$ cat src/rtl/core/position_to_velocity_p_control_unit_assert.svh
// assertion macros for the position to velocity controller
`ifndef POSITION_TO_VELOCITY_P_CONTROL_UNIT_ASSERT_SVH
`define POSITION_TO_VELOCITY_P_CONTROL_UNIT_ASSERT_SVH
`ifndef SYNTHESIS
`define P2V_ASSERT_IMP(lbl, clk, rst_n, ante, cons) \
	lbl: assert property (@(posedge clk) disable iff (!rst_n) (ante) |-> (cons)) \
		else $error("p2v assertion failed");
`define P2V_ASSERT_NEXT(lbl, clk, rst_n, ante, cons) \
	lbl: assert property (@(posedge clk) disable iff (!rst_n) (ante) |=> (cons)) \
		else $error("p2v assertion failed");
`else
`define P2V_ASSERT_IMP(lbl, clk, rst_n, ante, cons)
`define P2V_ASSERT_NEXT(lbl, clk, rst_n, ante, cons)
`endif
`endif

$ cat src/rtl/core/p2v_pkg.sv
// shared constants and types of the position to velocity controller
`timescale 1ns / 1ps
package p2v_pkg;
	localparam int DATA_W    = 32;
	localparam int GAIN_W    = 31;
	localparam int N_AXES    = 3;
	localparam int AXIS_Z    = 2;
	localparam int APB_AW    = 5;
	localparam int APB_DW    = 32;
	localparam int LANE_LAT  = 3;
	localparam int MERGE_LAT = 3;
	localparam int SQRT_LAT  = 32;
	localparam int DIV_STEPS = 31;
	localparam int DIV_LAT   = DIV_STEPS + 1;
	localparam int PIPE_LAT  = LANE_LAT + MERGE_LAT + SQRT_LAT + DIV_LAT + 1;

	localparam logic [2:0] REG_POSITION_GAIN  = 3'd0;
	localparam logic [2:0] REG_MAX_SPEED      = 3'd1;
	localparam logic [2:0] REG_PLANAR_MODE    = 3'd2;
	localparam logic [2:0] REG_VERTICAL_GAIN  = 3'd3;
	localparam logic [2:0] REG_VERTICAL_LIMIT = 3'd4;

	typedef struct packed {
		logic [N_AXES-1:0]             neg;
		logic                          bypass;
		logic [N_AXES-1:0][GAIN_W-1:0] red;
		logic [N_AXES-1:0][GAIN_W-1:0] direct;
	} limit_side_t;

	typedef struct packed {
		logic              neg;
		logic [GAIN_W-1:0] direct;
	} lane_side_t;
endpackage

$ cat src/rtl/core/p2v_isqrt.sv
// pipelined floor square root of a 64-bit value, one root bit per stage
`timescale 1ns / 1ps
module p2v_isqrt #(
	parameter int SIDE_W = 1
) (
	input  logic              clk,
	input  logic              en,
	input  logic [63:0]       x_in,
	input  logic [SIDE_W-1:0] side_in,
	output logic [31:0]       root,
	output logic [SIDE_W-1:0] side_out
);
	import p2v_pkg::*;

	logic [63:0]       x_s    [SQRT_LAT];
	logic [63:0]       r_s    [SQRT_LAT];
	logic [SIDE_W-1:0] side_s [SQRT_LAT];
	logic [63:0]       x_n    [SQRT_LAT];
	logic [63:0]       r_n    [SQRT_LAT];
	logic [SIDE_W-1:0] side_n [SQRT_LAT];

	always_comb begin
		logic [63:0] xi, ri, b, t;
		for (int k = 0; k < SQRT_LAT; k++) begin
			if (k == 0) begin
				xi        = x_in;
				ri        = '0;
				side_n[k] = side_in;
			end else begin
				xi        = x_s[k-1];
				ri        = r_s[k-1];
				side_n[k] = side_s[k-1];
			end
			b = 64'd1 << (62 - 2 * k);
			t = ri + b;
			if (xi >= t) begin
				x_n[k] = xi - t;
				r_n[k] = (ri >> 1) + b;
			end else begin
				x_n[k] = xi;
				r_n[k] = ri >> 1;
			end
		end
	end

	always_ff @(posedge clk) begin
		if (en) begin
			x_s    <= x_n;
			r_s    <= r_n;
			side_s <= side_n;
		end
	end

	assign root     = r_s[SQRT_LAT-1][31:0];
	assign side_out = side_s[SQRT_LAT-1];
endmodule

$ cat config.mk
export PLATFORM = sky130hd
export DESIGN_NAME = p2v_isqrt
export DESIGN_NICKNAME = d
export VERILOG_FILES = /design/src/rtl/core/position_to_velocity_p_control_unit_assert.svh /design/src/rtl/core/p2v_pkg.sv /design/src/rtl/core/p2v_isqrt.sv
export SDC_FILE = /design/constraint.sdc
export NUM_CORES = 2
export LEC_CHECK = 0
export BUFFER_PORTS_ARGS = -buffer_cell sky130_fd_sc_hd__buf_2
export CORE_MARGIN = 2
export CORE_UTILIZATION = 64
export DETAILED_ROUTE_END_ITERATION = 8
export PLACE_DENSITY = 0.8
export SYNTH_ARGS = -nofsm -noshare
export SYNTH_HDL_FRONTEND = slang
export SYNTH_SLANG_ARGS = --single-unit
$ cat constraint.sdc
create_clock -name clk -period 4.3 [get_ports clk]
set_clock_uncertainty 0.1 [all_clocks]
set_input_delay 0.43 -clock clk [delete_from_list [all_inputs] [get_ports clk]]
set_output_delay 0.43 -clock clk [all_outputs]
set_load 0.01 [all_outputs]
==> impl_metrics.csv <==
group,metric,value,unit
run_status,status,"completed",
floorplanning,coreArea,190000,um^2
cells_and_area,areaGrowthSynthToFinish,11.5,%
synth,async_flop_share,0,%
global_route,grt_pass1_vias,81800,
synth,ys_types,101,
clock_tree,numCtsBuffers,279,
power,p_per_area,547,nW/um^2
global_route,grt_max_degree,132,
synth,synth.avg_cell_area,12.5,um^2
routing,wl_per_cell,25.9,um
timing,min_period_over_period,95.0,%
clock_tree,cts_root_buf,"clkbuf_16",
worst_setup_path,end_kind,"flip-flop",
routing,totalWireLength,335000,um
routing,vias,83000,
clock_tree,cts_setup_buffers,0,
synth,synth_seq_cells,2544,
worst_setup_path,critical_path_required,4.99,ns
timing,tightest_slew,1.36,ns
clock_tree,clk_pin_slew,0.08,ns
clock_tree,cts_tree,"yes",
clock_tree,cts.sinks,2544,
worst_setup_path,crit_arrival,4.78,ns
floorplanning,start_util,64.4,%
clock_tree,clk_latency,0.94,ns
cells_and_area,fin_cells,12900,
synth,synth-edff-count,2544,
run,max-cap-violations,0,
clock_tree,cts_max_level,5,
timing,rsz0062_at_grt,"false",
routing,vias_per_cell,6.42,
timing,fmax,245,MHz
place,gp_routability_congestion,1.03,
place,port_buffers,99,
power,p_total,74700,uW
worst_setup_path,start_kind,"flip-flop",
global_route,grt_usage,34.1,%
floorplanning,die_w,441,um
routing,drc_errors,0,
floorplanning,pin_count,100,
clock_tree,cts_max_path_buffers,4,
routing,antenna_left,0,
floorplanning,rows,160,
synth,synth_ff_type,"edfxtp_1",
global_route,antenna_found_initial,13,
synth,syn_nets,10400,
synth,synth-seq-area-share,62.4,%
power,ir_drop,0.510,mV
timing,slew_viol_final,0,
routing,drt-initial-drc-count,8269,
timing,setup_violations,0,
hold_path,worst_hold_path_type,"primary input to flip-flop",
power,leakage,0.0517,uW
floorplanning,die_h,441,um
place,dpl.cell_count,12400,
place,dp_hpwl,244000,um
worst_setup_path,critPathKind,"flip-flop to flip-flop",
global_route,grt-ovfl-total,0,
floorplanning,dieArea,195000,um^2
worst_setup_path,cp_max_fo,6,
timing,finalSetupTns,0,ns
cells_and_area,fin_util,71.8,%
routing,drtPass1Iterations,9,
global_route,grt_first_pass_wirelength,497000,um
cells_and_area,layout-drive-gt1-share,8.21,%
cells_and_area,nFillCells,12300,
timing,slew_headroom,9.38,%
synth,synth_warnings,0,
synth,netlist_area,122000,um^2
timing,finalHoldViolations,0,
timing,min_period,4.08,ns
cells_and_area,fin_nets,10800,
timing,whs,0.114,ns
synth,synthCells,9765,
logic make-up (layout without fill, tap and decap cells):
group	after synthesis	after routing	share of synthesized area [%]
AOI/OAI and AO/OA	1859	1859	9.46
xor gates and xnor gates	890	890	6.37
adders and majority gates	558	558	5.71
buffers and inverters	905	1553	2.85
DFF	2544	2544	62.4
muxes	89	89	0.843
other	0	6	0
and+or+nand+nor	2920	2920	12.3
Yosys cell counts, types with 28 or more instances:
| master | count | area (um^2) |
|---|---|---|
| a211oi_1 | 55 | 413 |
| a21o_1 | 213 | 1600 |
| a21oi_1 | 667 | 3340 |
| a31oi_1 | 46 | 288 |
| and2_1 | 29 | 181 |
| and3_1 | 56 | 350 |
| clkbuf_1 | 145 | 544 |
| edfxtp_1 | 2544 | 76400 |
| ha_1 | 558 | 6980 |
| inv_1 | 698 | 2620 |
| mux2_2 | 71 | 800 |
| nand2_1 | 581 | 2180 |
| nand2b_1 | 108 | 676 |
| nand3_1 | 169 | 846 |
| nand3b_1 | 28 | 210 |
| nand4_1 | 166 | 1040 |
| nor2_1 | 711 | 2670 |
| nor2b_1 | 68 | 425 |
| nor3_1 | 275 | 1380 |
| nor4_1 | 334 | 2090 |
| nor4b_1 | 50 | 438 |
| o211ai_1 | 45 | 338 |
| o21a_1 | 86 | 646 |
| o21ai_0 | 408 | 2040 |
| o21bai_1 | 63 | 473 |
| o31ai_1 | 37 | 278 |
| or2_2 | 41 | 257 |
| or3_1 | 99 | 619 |
| or4_1 | 83 | 623 |
| xnor2_1 | 493 | 4320 |
| xor2_1 | 397 | 3480 |
final cells by class:
class                           count  area [um^2]  share of cell area, %
Antenna cell                        6         15.0                 0.0110
Tap cell                         2511         3140                   2.30
Timing Repair Buffer              376         3030                   2.22
Clock inverter                    133         1330                  0.972
Inverter                          704         2640                   1.94
Clock buffer                      340         7380                   5.41
Multi-Input combinational cell   6316        42500                   31.2
Sequential cell                  2544        76400                   56.0
worst paths after layout:
path         depth (start not counted)        end       from  slack (ns)
max                                 14   x_s[953]   r_s[999]        0.22
min                                  2  x_s[2015]   x_in[31]        0.11
max reg2reg                         14   x_s[953]   r_s[999]        0.22
min reg2reg                          0  r_s[1061]  r_s[1126]        0.30
per-stage QoR:
step                cell area, um^2  setup WS [ns]
floorplan                    122000          0.803
global placement             127000         0.0740
detailed placement           127000         0.0694
CTS                          136000         0.0454
global route                 136000         0.0302
finish                       136000          0.216
layer usage:
layer	wire length [um]	up-vias	global-route usage, %
met5	52	-	0
met2	170000	3933	60.3
met4	22500	8	19.6
met1	119000	40500	39.2
met3	23600	1039	5.62
li1	-	37600	-
worst max-delay path: stages (launching register included):
cell and delay [ns]:
edfxtp_1 0.65, inv_1 0.10, ha_1 0.39, nand2_1 0.09, nor3_1 0.43, nand4_1 0.33
nor3_1 0.27, buf_4 0.18, nor4_1 0.06, and2_1 0.19, inv_2 0.09, nand3b_1 0.21
nor4_1 0.28, xor2_1 0.36, buf_4 0.18
power by group:
part	leakage, uW	total [uW]	switching, uW	internal [uW]
Sequential	0.0245	34500	3000	31500
Clock	0.00426	23400	9630	13800
Combinational	0.0229	16800	10100	6670
Total	0.0517	74700	22700	51900
state kept, by name, summed over array words and instances, names as in the netlist:
signal,count
x_s,1984
r_s,496
side_out,1
side_n,31
root,32
what timing repair did:
action / in CTS / in global routing
resized for setup: 0 / 6
hold buffers: 67 / 0
hold endpoints to repair: 67 / 0
setup endpoints to repair: 0 / 31
layout by cell type, fill, tap and decap left out, types with 46 or more instances in the layout:
cell type / count
buf_2: 98
clkbuf_1: 53
nand2b_1: 108
o21ai_0: 407
o21a_1: 86
ha_1: 558
nor2_1: 711
inv_1: 698
or4_1: 83
nor2b_1: 68
and3_1: 55
o21bai_1: 63
buf_4: 188
edfxtp_1: 2544
a21o_1: 212
clkinv_1: 52
a21oi_1: 667
xor2_1: 397
or3_1: 99
mux2_2: 71
clkbuf_16: 287
nor4b_1: 50
nor4_1: 332
nand2_1: 580
a211oi_1: 55
nor3_1: 273
xnor2_1: 493
nand4_1: 166
nand3_1: 169
dlygate4sd3_1: 67
a31oi_1: 46
No activity file was read; power rests on OpenSTA's default activity.
